## src/hdl/bidirectional_motor_ramp_control_assert.svh

```systemverilog
// Assertion macros used by bidirectional_motor_ramp_control.sv.
`ifndef BIDIRECTIONAL_MOTOR_RAMP_CONTROL_ASSERT_SVH
`define BIDIRECTIONAL_MOTOR_RAMP_CONTROL_ASSERT_SVH

// Check that a condition holds at every rising clock edge outside reset.
`define BMRC_ASSERT_ALWAYS(lbl, clk, rst, cond) \
   lbl: assert property (@(posedge clk) disable iff (rst) (cond)) \
      else $error("bmrc assertion failed");

// Check that an antecedent implies a consequent in the same cycle.
`define BMRC_ASSERT_IMP(lbl, clk, rst, ante, cons) \
   lbl: assert property (@(posedge clk) disable iff (rst) (ante) |-> (cons)) \
      else $error("bmrc assertion failed");

`endif

```

## src/hdl/bmrc_pkg.sv

```systemverilog
`timescale 1ns / 1ps
package bmrc_pkg;

   localparam int DUTY_W = 8;
   localparam int DB_W   = 7;
   localparam int PROD_W = 15;
   localparam int RSP_W  = 24;
   localparam int ADDR_W = 4;

   localparam logic [1:0] REG_DEADBAND  = 2'd0;
   localparam logic [1:0] REG_MIN_DUTY  = 2'd1;
   localparam logic [1:0] REG_MAX_DUTY  = 2'd2;
   localparam logic [1:0] REG_RAMP_STEP = 2'd3;

   typedef enum logic [1:0] {
      ST_IDLE,
      ST_CALC,
      ST_DONE
   } ctl_state_type;

   typedef enum logic [1:0] {
      MD_IDLE,
      MD_MUL,
      MD_DIV
   } md_state_type;

   typedef struct packed {
      logic              start;
      logic [DUTY_W-1:0] mul_a;
      logic [DUTY_W-1:0] mul_b;
      logic [DUTY_W-1:0] divisor;
   } md_ctrl_type;

   typedef struct packed {
      logic              done;
      logic [DUTY_W-1:0] quotient;
   } md_stat_type;

endpackage

```

## src/hdl/bmrc_muldiv.sv

```systemverilog
`timescale 1ns / 1ps
module bmrc_muldiv (
   input  logic                 clock,
   input  logic                 reset,
   input  bmrc_pkg::md_ctrl_type ctrl,
   output bmrc_pkg::md_stat_type stat
);
   import bmrc_pkg::*;

   md_state_type      state_ff, state_in;
   logic [2:0]        cnt_ff, cnt_in;
   logic [PROD_W-1:0] acc_ff, acc_in;
   logic [PROD_W-1:0] mcand_ff, mcand_in;
   logic [DUTY_W-1:0] mplier_ff, mplier_in;
   logic [PROD_W-1:0] dsh_ff, dsh_in;
   logic [DUTY_W-1:0] quo_ff, quo_in;
   logic              done_ff, done_in;
   logic              ge;

   assign ge = acc_ff >= dsh_ff;

   always_comb begin
      state_in = state_ff;
      unique case (state_ff)
         MD_IDLE: if (ctrl.start) state_in = MD_MUL;
         MD_MUL:  if (cnt_ff == 3'd7) state_in = MD_DIV;
         MD_DIV:  if (cnt_ff == 3'd7) state_in = MD_IDLE;
         default: state_in = MD_IDLE;
      endcase
   end

   always_comb begin
      cnt_in    = cnt_ff;
      acc_in    = acc_ff;
      mcand_in  = mcand_ff;
      mplier_in = mplier_ff;
      dsh_in    = dsh_ff;
      quo_in    = quo_ff;
      done_in   = 1'b0;
      unique case (state_ff)
         MD_IDLE: begin
            cnt_in    = 3'd0;
            acc_in    = '0;
            mcand_in  = {{(PROD_W-DUTY_W){1'b0}}, ctrl.mul_a};
            mplier_in = ctrl.mul_b;
            dsh_in    = {ctrl.divisor, {(PROD_W-DUTY_W){1'b0}}};
         end
         MD_MUL: begin
            // add one partial product per multiplier bit
            if (mplier_ff[0]) acc_in = acc_ff + mcand_ff;
            mcand_in  = {mcand_ff[PROD_W-2:0], 1'b0};
            mplier_in = {1'b0, mplier_ff[DUTY_W-1:1]};
            cnt_in    = cnt_ff + 3'd1;
         end
         MD_DIV: begin
            // one quotient bit per cycle, quotient fits in eight bits
            if (ge) acc_in = acc_ff - dsh_ff;
            quo_in  = {quo_ff[DUTY_W-2:0], ge};
            dsh_in  = {1'b0, dsh_ff[PROD_W-1:1]};
            cnt_in  = cnt_ff + 3'd1;
            done_in = cnt_ff == 3'd7;
         end
         default: ;
      endcase
   end

   always_ff @(posedge clock) begin
      if (reset) begin
         state_ff <= MD_IDLE;
         done_ff  <= 1'b0;
         cnt_ff   <= 3'd0;
      end else begin
         state_ff <= state_in;
         done_ff  <= done_in;
         cnt_ff   <= cnt_in;
      end
      acc_ff    <= acc_in;
      mcand_ff  <= mcand_in;
      mplier_ff <= mplier_in;
      dsh_ff    <= dsh_in;
      quo_ff    <= quo_in;
   end

   assign stat.done     = done_ff;
   assign stat.quotient = quo_ff;

endmodule

```

## src/hdl/bidirectional_motor_ramp_control.sv

```systemverilog
`timescale 1ns / 1ps
// Channel | Dir | Fields (low bit first)
// req     | in  | tdata: pot_sample[7:0]
// rsp     | out | tdata: duty[7:0], drive_forward, drive_reverse, pwm_running,
//         |     |        target_duty[7:0], zero pad
// csr     | in  | APB, regs deadband, min_duty, max_duty, ramp_step at 4*i
// Each item goes through these steps from one accept to the next: the accept, 8 multiply and
// 8 divide steps in the bit-serial multiply/divide unit, a pickup of the
// quotient, then one update of duty and direction, which registers the result.
// Reset clears duty and direction and loads the register defaults.
// The result register holds while rsp_tready is low; a new item is accepted,
// but its update waits until the result register is free.
module bidirectional_motor_ramp_control (
   input  logic        clock,
   input  logic        reset,
   input  logic        req_tvalid,
   output logic        req_tready,
   input  logic [7:0]  req_tdata,   // pot_sample[7:0]
   output logic        rsp_tvalid,
   input  logic        rsp_tready,
   output logic [23:0] rsp_tdata,   // duty[7:0], fwd[8], rev[9], run[10], target[18:11]
   input  logic        csr_psel,
   input  logic        csr_penable,
   input  logic        csr_pwrite,
   input  logic [3:0]  csr_paddr,
   input  logic [31:0] csr_pwdata,
   output logic [31:0] csr_prdata,
   output logic        csr_pready
);
   import bmrc_pkg::*;

   ctl_state_type     state_ff, state_in;
   logic [DB_W-1:0]   deadband_ff;
   logic [DUTY_W-1:0] min_duty_ff, max_duty_ff, ramp_step_ff;
   logic [DUTY_W-1:0] duty_ff, duty_in;
   logic              fwd_on_ff, fwd_on_in, rev_on_ff, rev_on_in;
   logic              fwd_cmd_ff, inzone_ff;
   logic [DUTY_W-1:0] span_ff;
   logic              rsp_valid_ff;
   logic [RSP_W-1:0]  rsp_data_ff;

   logic              accept, load, out_free, csr_wr;
   logic [DUTY_W-1:0] inv, mag, m, span, target;
   logic              fwd, inzone, running;
   logic [DUTY_W:0]   sum;
   md_ctrl_type       md_ctrl;
   md_stat_type       md_stat;

   assign csr_pready = 1'b1;
   assign csr_wr     = csr_psel && csr_penable && csr_pwrite && csr_pready;

   always_comb begin
      unique case (csr_paddr[3:2])
         REG_DEADBAND:  csr_prdata = {25'd0, deadband_ff};
         REG_MIN_DUTY:  csr_prdata = {24'd0, min_duty_ff};
         REG_MAX_DUTY:  csr_prdata = {24'd0, max_duty_ff};
         REG_RAMP_STEP: csr_prdata = {24'd0, ramp_step_ff};
         default:       csr_prdata = '0;
      endcase
   end

   always_ff @(posedge clock) begin
      if (reset) begin
         deadband_ff  <= 7'd12;
         min_duty_ff  <= 8'd70;
         max_duty_ff  <= 8'd255;
         ramp_step_ff <= 8'd36;
      end else if (csr_wr) begin
         unique case (csr_paddr[3:2])
            REG_DEADBAND:  deadband_ff  <= csr_pwdata[DB_W-1:0];
            REG_MIN_DUTY:  min_duty_ff  <= csr_pwdata[DUTY_W-1:0];
            REG_MAX_DUTY:  max_duty_ff  <= csr_pwdata[DUTY_W-1:0];
            REG_RAMP_STEP: ramp_step_ff <= csr_pwdata[DUTY_W-1:0];
            default: ;
         endcase
      end
   end

   // distance from center, less the deadband
   assign inv    = ~req_tdata;
   assign fwd    = inv[7];
   assign mag    = fwd ? {1'b0, inv[6:0]} : 8'd128 - {1'b0, inv[6:0]};
   assign inzone = mag <= {1'b0, deadband_ff};
   assign m      = mag - {1'b0, deadband_ff};
   assign span   = (max_duty_ff >= min_duty_ff) ? max_duty_ff - min_duty_ff : 8'd0;

   assign accept   = req_tvalid && req_tready;
   assign out_free = !rsp_valid_ff || rsp_tready;

   assign md_ctrl.start   = accept;
   assign md_ctrl.mul_a   = m;
   assign md_ctrl.mul_b   = span;
   assign md_ctrl.divisor = 8'd128 - {1'b0, deadband_ff};

   bmrc_muldiv u_muldiv (
      .clock (clock),
      .reset (reset),
      .ctrl  (md_ctrl),
      .stat  (md_stat)
   );

   always_comb begin
      state_in = state_ff;
      unique case (state_ff)
         ST_IDLE: if (accept) state_in = ST_CALC;
         ST_CALC: if (md_stat.done) state_in = ST_DONE;
         ST_DONE: if (out_free) state_in = ST_IDLE;
         default: state_in = ST_IDLE;
      endcase
   end

   always_comb begin
      req_tready = 1'b0;
      load       = 1'b0;
      unique case (state_ff)
         ST_IDLE: req_tready = 1'b1;
         ST_CALC: ;
         ST_DONE: load = out_free;
         default: ;
      endcase
   end

   assign target  = inzone_ff ? 8'd0 : md_stat.quotient + min_duty_ff;
   assign running = fwd_on_ff || rev_on_ff;
   assign sum     = {1'b0, duty_ff} + {1'b0, ramp_step_ff};

   always_comb begin
      duty_in   = duty_ff;
      fwd_on_in = fwd_on_ff;
      rev_on_in = rev_on_ff;
      priority if (running && (duty_ff > target || fwd_on_ff != fwd_cmd_ff)) begin
         if (duty_ff <= ramp_step_ff) begin
            fwd_on_in = 1'b0;
            rev_on_in = 1'b0;
         end else begin
            duty_in = duty_ff - ramp_step_ff;
         end
      end else if (target != 8'd0 && !running) begin
         duty_in = ramp_step_ff;
         if (fwd_cmd_ff) fwd_on_in = 1'b1;
         else rev_on_in = 1'b1;
      end else if (duty_ff < target) begin
         duty_in = (sum > {1'b0, target}) ? target : sum[DUTY_W-1:0];
      end else begin
         duty_in = duty_ff;
      end
   end

   always_ff @(posedge clock) begin
      if (reset) begin
         state_ff     <= ST_IDLE;
         duty_ff      <= '0;
         fwd_on_ff    <= 1'b0;
         rev_on_ff    <= 1'b0;
         rsp_valid_ff <= 1'b0;
      end else begin
         state_ff <= state_in;
         if (load) begin
            duty_ff      <= duty_in;
            fwd_on_ff    <= fwd_on_in;
            rev_on_ff    <= rev_on_in;
            rsp_valid_ff <= 1'b1;
         end else if (rsp_tready) begin
            rsp_valid_ff <= 1'b0;
         end
      end
      if (accept) begin
         fwd_cmd_ff <= fwd;
         inzone_ff  <= inzone;
         span_ff    <= span;
      end
      if (load) begin
         rsp_data_ff <= {5'd0, target, fwd_on_in || rev_on_in, rev_on_in, fwd_on_in, duty_in};
      end
   end

   assign rsp_tvalid = rsp_valid_ff;
   assign rsp_tdata  = rsp_data_ff;

`include "bidirectional_motor_ramp_control_assert.svh"

   `BMRC_ASSERT_ALWAYS(a_dir_excl, clock, reset, !(fwd_on_ff && rev_on_ff))
   `BMRC_ASSERT_IMP(a_quo_span, clock, reset, md_stat.done && !inzone_ff, md_stat.quotient <= span_ff)
   `BMRC_ASSERT_IMP(a_load_src, clock, reset, $rose(rsp_valid_ff), $past(state_ff) == ST_DONE)

endmodule

```

## config.mk

```make
export PLATFORM = sky130hd
export DESIGN_NAME = bidirectional_motor_ramp_control
export DESIGN_NICKNAME = d
export VERILOG_FILES = /design/src/hdl/bmrc_pkg.sv /design/src/hdl/bmrc_muldiv.sv /design/src/hdl/bidirectional_motor_ramp_control.sv
export VERILOG_INCLUDE_DIRS = /design/src /design/src/hdl
export SDC_FILE = /design/constraint.sdc
export NUM_CORES = 1
export LEC_CHECK = 0
export BUFFER_PORTS_ARGS = -buffer_cell sky130_fd_sc_hd__clkbuf_2
export CORE_AREA = 10 10 176 178
export DETAILED_ROUTE_END_ITERATION = 10
export DIE_AREA = 0 0 186 188
export GPL_ROUTABILITY_DRIVEN = 0
export SYNTH_ARGS = -nofsm -noshare
export SYNTH_HDL_FRONTEND = slang
export SYNTH_SLANG_ARGS = --single-unit
```

## constraint.sdc

```tcl
create_clock -name clock -period 4.7 [get_ports clock]
set_input_delay 0.705 -clock clock [delete_from_list [all_inputs] [get_ports clock]]
set_output_delay 0.705 -clock clock [all_outputs]
set_load 0.01 [all_outputs]
```

# Word-level counts from Yosys, hierarchy flattened
# Index checks and enable logic that the tools add are counted.
# word_totals
input_bits	51
output_inout_bits	59
ff_bits	132
# classes
muxes	35
reduce_logical	29
bitwise_logic	2
n_lt_le_gt_ge	7
addsub	10
n_eq_ne	17
# op_table
cell	count
$pmux 32 s4	1
$mux 8	8
$pmux 15 s2	2
$pmux 15 s3	1
$mux 15	2
$pmux 8 s2	1
$sub 8x7->8 const A	2
$sub 8x8->8	2
$add 15x15->15	1
$ge 15x15->1	1
$sub 15x15->15	1
$mux 1	12
$pmux 2 s3	2
$mux 2	5
$ne 2x1->1 const B	5
$add 8x8->9	1
$gt 9x8->1	1
$reduce_and 3->1	3
$add 8x8->8	1
$eq 2x2->1 const B	4
$ge 8x8->1	1
$gt 8x8->1	1
$le 8x7->1	1
$le 8x8->1	1
other kinds (19)	40

# Longest topological paths before layout
# Gate-level depths: netlist of run 1.
# logic_depth
depth_word	7
depth_mapped	18
depth_no_buf	17

# Hierarchy
# A second synthesis of run 1 with hierarchy kept.
# unflattened
hier_cells	1049
area_unflattened_um2	9917.0
# by_module_without_submodules
module	area_each_um2	seq_area_each_um2	cells_each	n_inst
bidirectional_motor_ramp_control	5661.7	1511.4	667	1
bmrc_muldiv	4255.3	1951.9	382	1

# Worst setup path before layout of run 1
# OpenSTA, ideal clock, no wires.
# synth_timing
path_type	flip-flop to flip-flop
startpoint	register u_muldiv.quo_ff[0]
endpoint	register rsp_data_ff[10], in the netlist rsp_tdata[10] (data pin)
setup_slack_ps	900
path_stages_with_launch	15
setup_time_ps	262
arrival_ps	3538
required_ps	4438
cell_sequence	edfxtp_1 -> ha_1 -> fa_1 -> a211oi_1 -> or3b_4 -> and4b_4 -> nor3_4 -> ha_1 -> nand4_1 -> a21oi_1 -> nor3_1 -> o31ai_1 -> nand2_1 -> a22o_1 -> or2_2
# synth_between
elab_chain_len	7
elab_cells_between_ends	12
cone_classes	1 x add/sub; 1 x order compare; 5 x mux; 5 x reduce/logical
# synth_lines
element	line	rtl
start, declared	bmrc_muldiv.sv:16	logic [DUTY_W-1:0] quo_ff, quo_in;
start signal, assigned	bmrc_muldiv.sv:81	quo_ff <= quo_in;
$add 8x8->8 (*)	bidirectional_motor_ramp_control.sv:123	assign target = inzone_ff ? 8'd0 : md_stat.quotient + min_duty_ff;
$mux 8 (*)	bidirectional_motor_ramp_control.sv:123	
$gt 8x8->1 / $reduce_bool 8->1 (equally long branches)	bidirectional_motor_ramp_control.sv:131, bidirectional_motor_ramp_control.sv:138	
$logic_or 1x1->1 / $logic_and 1x1->1 (equally long branches)	bidirectional_motor_ramp_control.sv:131, bidirectional_motor_ramp_control.sv:138	
$logic_and 1x1->1 / $mux 1 (equally long branches)	bidirectional_motor_ramp_control.sv:131, bidirectional_motor_ramp_control.sv:138	
$mux 1 (*)	bidirectional_motor_ramp_control.sv:131	priority if (running && (duty_ff > target || fwd_on_ff != fwd_cmd_ff)) begin
via rev_on_in	bidirectional_motor_ramp_control.sv:36	logic fwd_on_ff, fwd_on_in, rev_on_ff, rev_on_in;
$logic_or 1x1->1 (*)	bidirectional_motor_ramp_control.sv:173	rsp_data_ff <= {5'd0, target, fwd_on_in || rev_on_in, rev_on_in, fwd_on_in, duty_in};
end signal, assigned	bidirectional_motor_ramp_control.sv:173	
end, declared	bidirectional_motor_ramp_control.sv:40	logic [RSP_W-1:0] rsp_data_ff;
# Mark *: on every way through the listed nets, which the timed path passes. The rest lies on a longest branch.
# A chain may end at the register's enable or synchronous reset.

# Worst setup path in the final report of run 1
# layout_timing
startpoint	register u_muldiv.quo_ff[0]
endpoint	register rsp_data_ff[5], in the netlist rsp_tdata[5] (data pin)
# layout_between
elab_chain_len	7
elab_cells_between_ends	13
cone_classes	1 x add/sub; 3 x order compare; 5 x mux; 4 x reduce/logical
# layout_lines
element	line	rtl
$add 8x8->8 (*)	bidirectional_motor_ramp_control.sv:123	
$mux 8 (*)	bidirectional_motor_ramp_control.sv:123	
via target[4]	bidirectional_motor_ramp_control.sv:43	logic [DUTY_W-1:0] inv, mag, m, span, target;
$gt 9x8->1	bidirectional_motor_ramp_control.sv:143	duty_in = (sum > {1'b0, target}) ? target : sum[DUTY_W-1:0];
$mux 8	bidirectional_motor_ramp_control.sv:143	
$mux 8	bidirectional_motor_ramp_control.sv:142	end else if (duty_ff < target) begin
$mux 8	bidirectional_motor_ramp_control.sv:138	end else if (target != 8'd0 && !running) begin
$mux 8 (*)	bidirectional_motor_ramp_control.sv:131	
via duty_in[5]	bidirectional_motor_ramp_control.sv:35	logic [DUTY_W-1:0] duty_ff, duty_in;
# Marked as above.

==> out/metrics.yaml, run 1 <==
worst_setup_path:
  ff2ff_path_depth: 15
  crit_start: "u_muldiv.quo_ff[0]$_DFFE_PP_"
  endpoint_kind: "register"
  timing.rr.end: "rsp_tdata[5]$_DFFE_PP_"
  r2r-start: "u_muldiv.quo_ff[0]$_DFFE_PP_"
  critPathCapture: "rsp_tdata[5]$_DFFE_PP_"
  critical_path_peak_fanout: 10
  reg2reg_slack_ps: 350
  cp-start-kind: "register"
  crit_required_ps: 4880
  critPathArrivalTime_ps: 4530
  path_class: "reg -> reg"
floorplan:
  rows: 61
  dieArea_mm2: 0.0350
  die_y_um: 188
  ios: 110
  initial_core_util_pct: 34.4
  dieWidth_um: 186
  core_mm2: 0.0275
global_routing:
  grt_max_degree: 32
  met1_usage_pct: 17.2
  grt.total_usage_pct: 13.8
  use_met2_pct: 23.0
  grtUsageMet3_pct: 2.86
  antenna_found_initial: 0
  grt_overflow_total: 0
  grt_pass1_vias: 7260
  grt_pass1_wl_um: 38500
  grt_busiest_layer: "met2"
drt:
  via_count: 7271
  wire_per_inst_um: 16.7
  ant_nets: 0
  avgViaCountPerCell: 5.12
  drtIter0Drc: 490
  drt_first_pass_iters: 5
  drc: 0
  wl_um: 23700
sta:
  tns_ps: 0
  slew_viol_final: 0
  min_period_ps: 4350
  slew_headroom_pct: 33.7
  hold_viol: 0
  fin_skew_ps: 11.9
  rsz0062_at_grt: "no"
  final.period_utilization_pct: 92.6
  worstMarginPinSlew_ps: 995
  worst_hold_slack_ps: 478
  timing.fmax_mhz: 230
  setup_viol: 0
synthesis:
  synth_seq_area_share_pct: 36.6
  synth.avg_cell_area_um2: 9.40
  async_reset_ff_share_pct: 0
  synth_flop_cell: "edfxtp_1"
  synth_area_mm2: 0.00945
  synth-edff-count: 82
  yosys_warnings: 0
  syn_inst: 1006
  ys_types: 70
  synth_seq_cells: 132
clocking:
  cts_tree: "yes"
  clk_pin_slew_ps: 60
  clk_latency_ps: 430
  post_cts_resized: 0
  hold_buffers: 0
  clock-sinks: 132
  cts_inserted_buffers: 17
  htreeDepth: 4
  cts_setup_buffers: 0
  cts_buffer_depth: 2
  clock-root-buffer: "clkbuf_16"
power_and_ir_drop:
  cellLeakagePower_nw: 4.58
  p_per_area_mw_per_mm2: 376
  power.total_w: 0.00401
  vdd_ir_drop_max_v: 0.000312
hold_path:
  hp-class: "reg -> reg"
  hp-start: "u_muldiv.quo_ff[5]$_DFFE_PP_"
layout:
  drive_gt1_share_pct: 12.4
  syn_to_final_growth_pct: 13.0
  final_net_count: 1210
  antennaDiodeCount: 0
placement:
  dp_hpwl_um: 18200
  io_buffers: 53
run_status:
  status: "finished clean"
job:
  max_cap_viol_count: 0
[per-layer routing]
layer	routed length (um)	vias up
li1	-	3681
met1	10900	3407
met2	11400	150
met3	962	33
met4	431	0
met5	0	-
[where the power goes]
group,internal [W],switching (W)
combinational,0.000443,0.000605
sequential,0.00138,0.0000800
clock,0.000946,0.000555
total,0.00277,0.00124
[cell type report]
cell class	instances	area, um^2
timing repair buffer	68	378
clock buffer	17	425
multi-input combinational	759	5450
clock inverter	15	228
inverter	82	308
sequential	132	3460
tap	346	433
fill	2751	16800
[cells in the final DEF (no fill, tap or decap), drive strengths merged, types with 8 or more instances in the layout]
master | Yosys | routed
a211oi | 21 | 21
a21boi | 9 | 9
a21o | 13 | 13
a21oi | 56 | 56
and2 | 18 | 18
and3 | 8 | 8
buf | 37 | 15
clkbuf | 24 | 70
conb | 2 | 30
dfxtp | 50 | 50
edfxtp | 82 | 82
ha | 92 | 92
inv | 82 | 85
mux2i | 33 | 33
nand2 | 78 | 78
nand2b | 11 | 11
nand3 | 19 | 19
nor2 | 81 | 81
nor2b | 24 | 24
nor3 | 22 | 22
o211ai | 8 | 8
o21a | 11 | 11
o21ai | 45 | 45
or2 | 8 | 8
xnor2 | 34 | 34
xor2 | 16 | 16
[synthesized netlist by cell type, types with 5 or more instances]
library cell / instances / share of area (%)
clkbuf_1: 24 / 0.95
a211o_1: 7 / 0.65
o21a_1: 11 / 0.87
xnor2_1: 34 / 3.1
a31oi_1: 6 / 0.40
xor2_1: 16 / 1.5
nor2_1: 81 / 3.2
o31ai_1: 7 / 0.56
o21ai_0: 45 / 2.4
a211oi_1: 20 / 1.6
nand4_1: 7 / 0.46
nor2b_1: 24 / 1.6
ha_1: 92 / 12
fa_1: 7 / 1.5
a21oi_1: 56 / 3.0
and3_1: 8 / 0.53
and2_1: 18 / 1.2
nor3_1: 21 / 1.1
mux4_2: 7 / 1.7
o211ai_1: 8 / 0.64
a21o_1: 13 / 1.0
a21boi_0: 9 / 0.71
o21bai_1: 5 / 0.40
or3_1: 6 / 0.40
nand2_1: 78 / 3.1
buf_4: 30 / 2.4
mux2i_1: 33 / 3.5
or2_2: 8 / 0.53
inv_1: 81 / 3.2
a22oi_1: 7 / 0.56
nand2b_1: 11 / 0.73
dfxtp_1: 50 / 11
edfxtp_1: 82 / 26
nand3_1: 19 / 1.0
mux2_2: 5 / 0.60
[cells by family after synthesis]
group	share of synthesized area, %
xor gates and xnor gates	4.63
AOI/OAI and AO/OA	16.4
muxes	5.76
and+or+nand+nor	15.9
other	0.0794
DFF	36.6
buffers and inverters	6.92
adders and majority gates	13.7
[per-stage QoR]
stage          instance area [um^2]  utilization, %  instances  worst slack, ps
2_1_floorplan                  9560               -       1034              900
3_3_place_gp                  10000            36.5       1387              439
3_5_place_dp                  10000            36.5       1387              425
4_1_cts                       10700            38.9       1419              380
5_1_grt                       10700            38.9       1419             55.8
6_report                      10700            38.9       1419              349
[critical path, cell delays in order, from the launching register on]
cell	delay (ps)
edfxtp_1	420
ha_1	230
fa_1	400
a211oi_1	300
or3b_4	220
and3b_1	250
inv_1	80
ha_1	330
a211o_1	260
a21oi_1	120
o211ai_1	130
a21o_1	320
or3_1	410
a311oi_1	360
a211o_1	180
nand2_1	70
[state kept, by name (all words and copies together), names as in the netlist, 2 cells and up]
register / count
max_duty_ff: 8
state_ff: 2
min_duty_ff: 8
u_muldiv.mplier_ff: 8
rsp_tdata: 19
duty_ff: 8
u_muldiv.quo_ff: 8
u_muldiv.mcand_ff: 15
deadband_ff: 7
ramp_step_ff: 8
u_muldiv.acc_ff: 15
u_muldiv.cnt_ff: 3
u_muldiv.state_ff: 2
u_muldiv.dsh_ff: 15
[worst min-delay path by stage]
| stage | end | slack [ps] | depth (start not counted) |
|---|---|---|---|
| global route | u_muldiv.quo_ff[6]$_DFFE_PP_ | 490 | 0 |
| global placement | u_muldiv.quo_ff[7]$_DFFE_PP_ | 450 | 0 |
| floorplan | state_ff[0]$_SDFFE_PP0P_ | 430 | 1 |
| finish | u_muldiv.quo_ff[6]$_DFFE_PP_ | 480 | 0 |
| detailed placement | u_muldiv.quo_ff[6]$_DFFE_PP_ | 440 | 0 |
| CTS | u_muldiv.quo_ff[7]$_DFFE_PP_ | 480 | 0 |
Power figures use the tool's default switching activity.
==> inputs of run 2 (changes only) <==
Settings changed: CORE_AREA 10 10 176 178 to 10 10 168 186, DIE_AREA 0 0 186 188 to 0 0 178 196.
==> out/metrics.yaml, run 2 (synthesis results as in run 1) <==
placement:
  io_buffers: 53
  placed_cell_area_mm2: 0.0100
  dp_hpwl_um: 18300
  dp.cells: 1402
  place_ws_ps: 362
clocking:
  clock-root-buffer: "clkbuf_16"
  cts_tree: "yes"
  cts_inserted_buffers: 17
  cts_setup_buffers: 0
  htreeDepth: 4
  cts_buffer_depth: 2
  clock-sinks: 132
  post_cts_resized: 0
  clk_pin_slew_ps: 60
  hold_buffers: 0
  clk_latency_ps: 420
worst_setup_path:
  crit_chain: "inv_1 > ha_1 > nor2b_1 > o21bai_1 > a21oi_1 > o31a_1 > or2_2 > ha_1 > o21a_1 > o21ai_0 > a21oi_1 > a21o_1 > or3_1 > a311oi_1 > a211o_1 > nand2_1"
  cp-start-kind: "register"
  crit_required_ps: 4880
  endpoint_kind: "register"
  path_class: "reg -> reg"
  cp_top_family: "compound AO/OA/AOI/OAI gates"
  path_buf_inv: 1
  cp_slowest_cell: "dfxtp_1"
  cp.depth: 16
  critPathArrivalTime_ps: 4600
  critical_path_peak_fanout: 10
  ff2ff_path_depth: 16
  reg2reg_slack_ps: 280
  cpPeakStageDelay_ps: 580
global_routing:
  grtUsageMet3_pct: 2.86
  grt_busiest_layer: "met2"
  grt_pass1_wl_um: 38700
  use_met2_pct: 24.2
  grt_pass1_vias: 7378
  grt_max_degree: 44
  grt.total_usage_pct: 13.8
  met1_usage_pct: 16.3
  antenna_found_initial: 0
  grt_overflow_total: 0
power_and_ir_drop:
  pwr-share-clk_pct: 35.3
  p_int_w: 0.00262
  power.total_w: 0.00388
  cellLeakagePower_nw: 4.55
  p_per_area_mw_per_mm2: 365
  power_frac_comb_pct: 27.0
  p_switching_w: 0.00126
  seqPwrFrac_pct: 37.7
  vdd_ir_drop_max_v: 0.000236
  switching_share_pct: 32.4
layout:
  antennaDiodeCount: 0
  largest_reg_flops: 19
  final_common_cell: "ha_1"
  drive_gt1_share_pct: 12.1
  final_area_mm2: 0.0106
  final_net_count: 1208
  mostFrequentLayoutCells: "ha_1 (92), edfxtp_1 (82), nor2_1 (81), inv_1 (81), nand2_1 (78)"
  fin_cells: 1434
  syn_to_final_growth_pct: 12.4
sta:
  fin_skew_ps: 14.3
  min_period_ps: 4420
  slew_headroom_pct: 35.3
  slew_viol_final: 0
  final.period_utilization_pct: 94.0
  setup_viol: 0
  worst_slack_ps: 284
  hold_viol: 0
  tns_ps: 0
  worstMarginPinSlew_ps: 962
  timing.fmax_mhz: 226
  rsz0062_at_grt: "no"
drt:
  avgViaCountPerCell: 5.03
  wire_per_inst_um: 16.6
  ant_nets: 0
  drtIter0Drc: 456
  drc: 0
  wl_um: 23700
  via_count: 7218
  drt_first_pass_iters: 4
floorplan:
  dieArea_mm2: 0.0349
  core_mm2: 0.0275
  die_y_um: 196
  initial_core_util_pct: 34.4
  rows: 64
  ios: 110
  dieWidth_um: 178
run_status:
  status: "finished clean"
hold_path:
  hp-class: "reg -> reg"
  hold_depth: 1
job:
  max_cap_viol_count: 0
## run 2: cell count changes in the layout (fill, tap and decap cells not counted)
cell        change
clkinvlp_2      -1
inv_6           +2
clkinv_4        -1
inv_8           +2
clkbuf_1        +1
bufinv_16       -3
buf_4           -2
## run 2: area by class of cell
type,count,area (um^2)
repair buffers,66,363
flip-flops and latches,132,3460
clock buffers,18,429
clock inverters,14,164
inverters,82,308
fillers,2812,16800
well taps,363,454
multi-input cells,759,5450
## run 2: layer usage
layer	wire [um]	share of wire, %	vias up
met5	0	0	-
met4	481	2.0	0
met3	717	3.0	31
met2	12100	51	108
met1	10400	44	3411
li1	-	-	3668
## run 2: final timing paths
check,start,end
worst max-delay path,ramp_step_ff[1]$_SDFFE_PP0P_,rsp_tdata[5]$_DFFE_PP_
worst max register to register,ramp_step_ff[1]$_SDFFE_PP0P_,rsp_tdata[5]$_DFFE_PP_
worst min-delay path,u_muldiv.done_ff$_SDFF_PP0_,state_ff[0]$_SDFFE_PP0P_
worst min register to register,u_muldiv.done_ff$_SDFF_PP0_,state_ff[0]$_SDFFE_PP0P_
## run 2: power groups by stage
stage / clock [W] / combinational (W) / sequential [W]
finish: 0.00137 / 0.00105 / 0.00146
global route: 0.00145 / 0.00119 / 0.00148
CTS: 0.00140 / 0.00105 / 0.00146
detailed placement: 0 / 0.00104 / 0.00148
global placement: 0 / 0.00103 / 0.00148
floorplan: 0 / 0.000836 / 0.00145
## run 2: worst reg2reg max path, cell delays in order, from the launching register on
cell,delay [ps]
dfxtp_1,580
inv_1,90
ha_1,340
nor2b_1,60
o21bai_1,250
a21oi_1,140
o31a_1,300
or2_2,300
ha_1,290
o21a_1,170
o21ai_0,150
a21oi_1,110
a21o_1,340
or3_1,420
a311oi_1,420
a211o_1,180
nand2_1,50
## run 2: stage by stage
| stage | utilization, % | hold slack (ps) |
|---|---|---|
| floorplan | - | 429 |
| global placement | 36.5 | 445 |
| detailed placement | 36.5 | 451 |
| CTS | 38.7 | 471 |
| global route | 38.7 | 493 |
| finish | 38.7 | 466 |
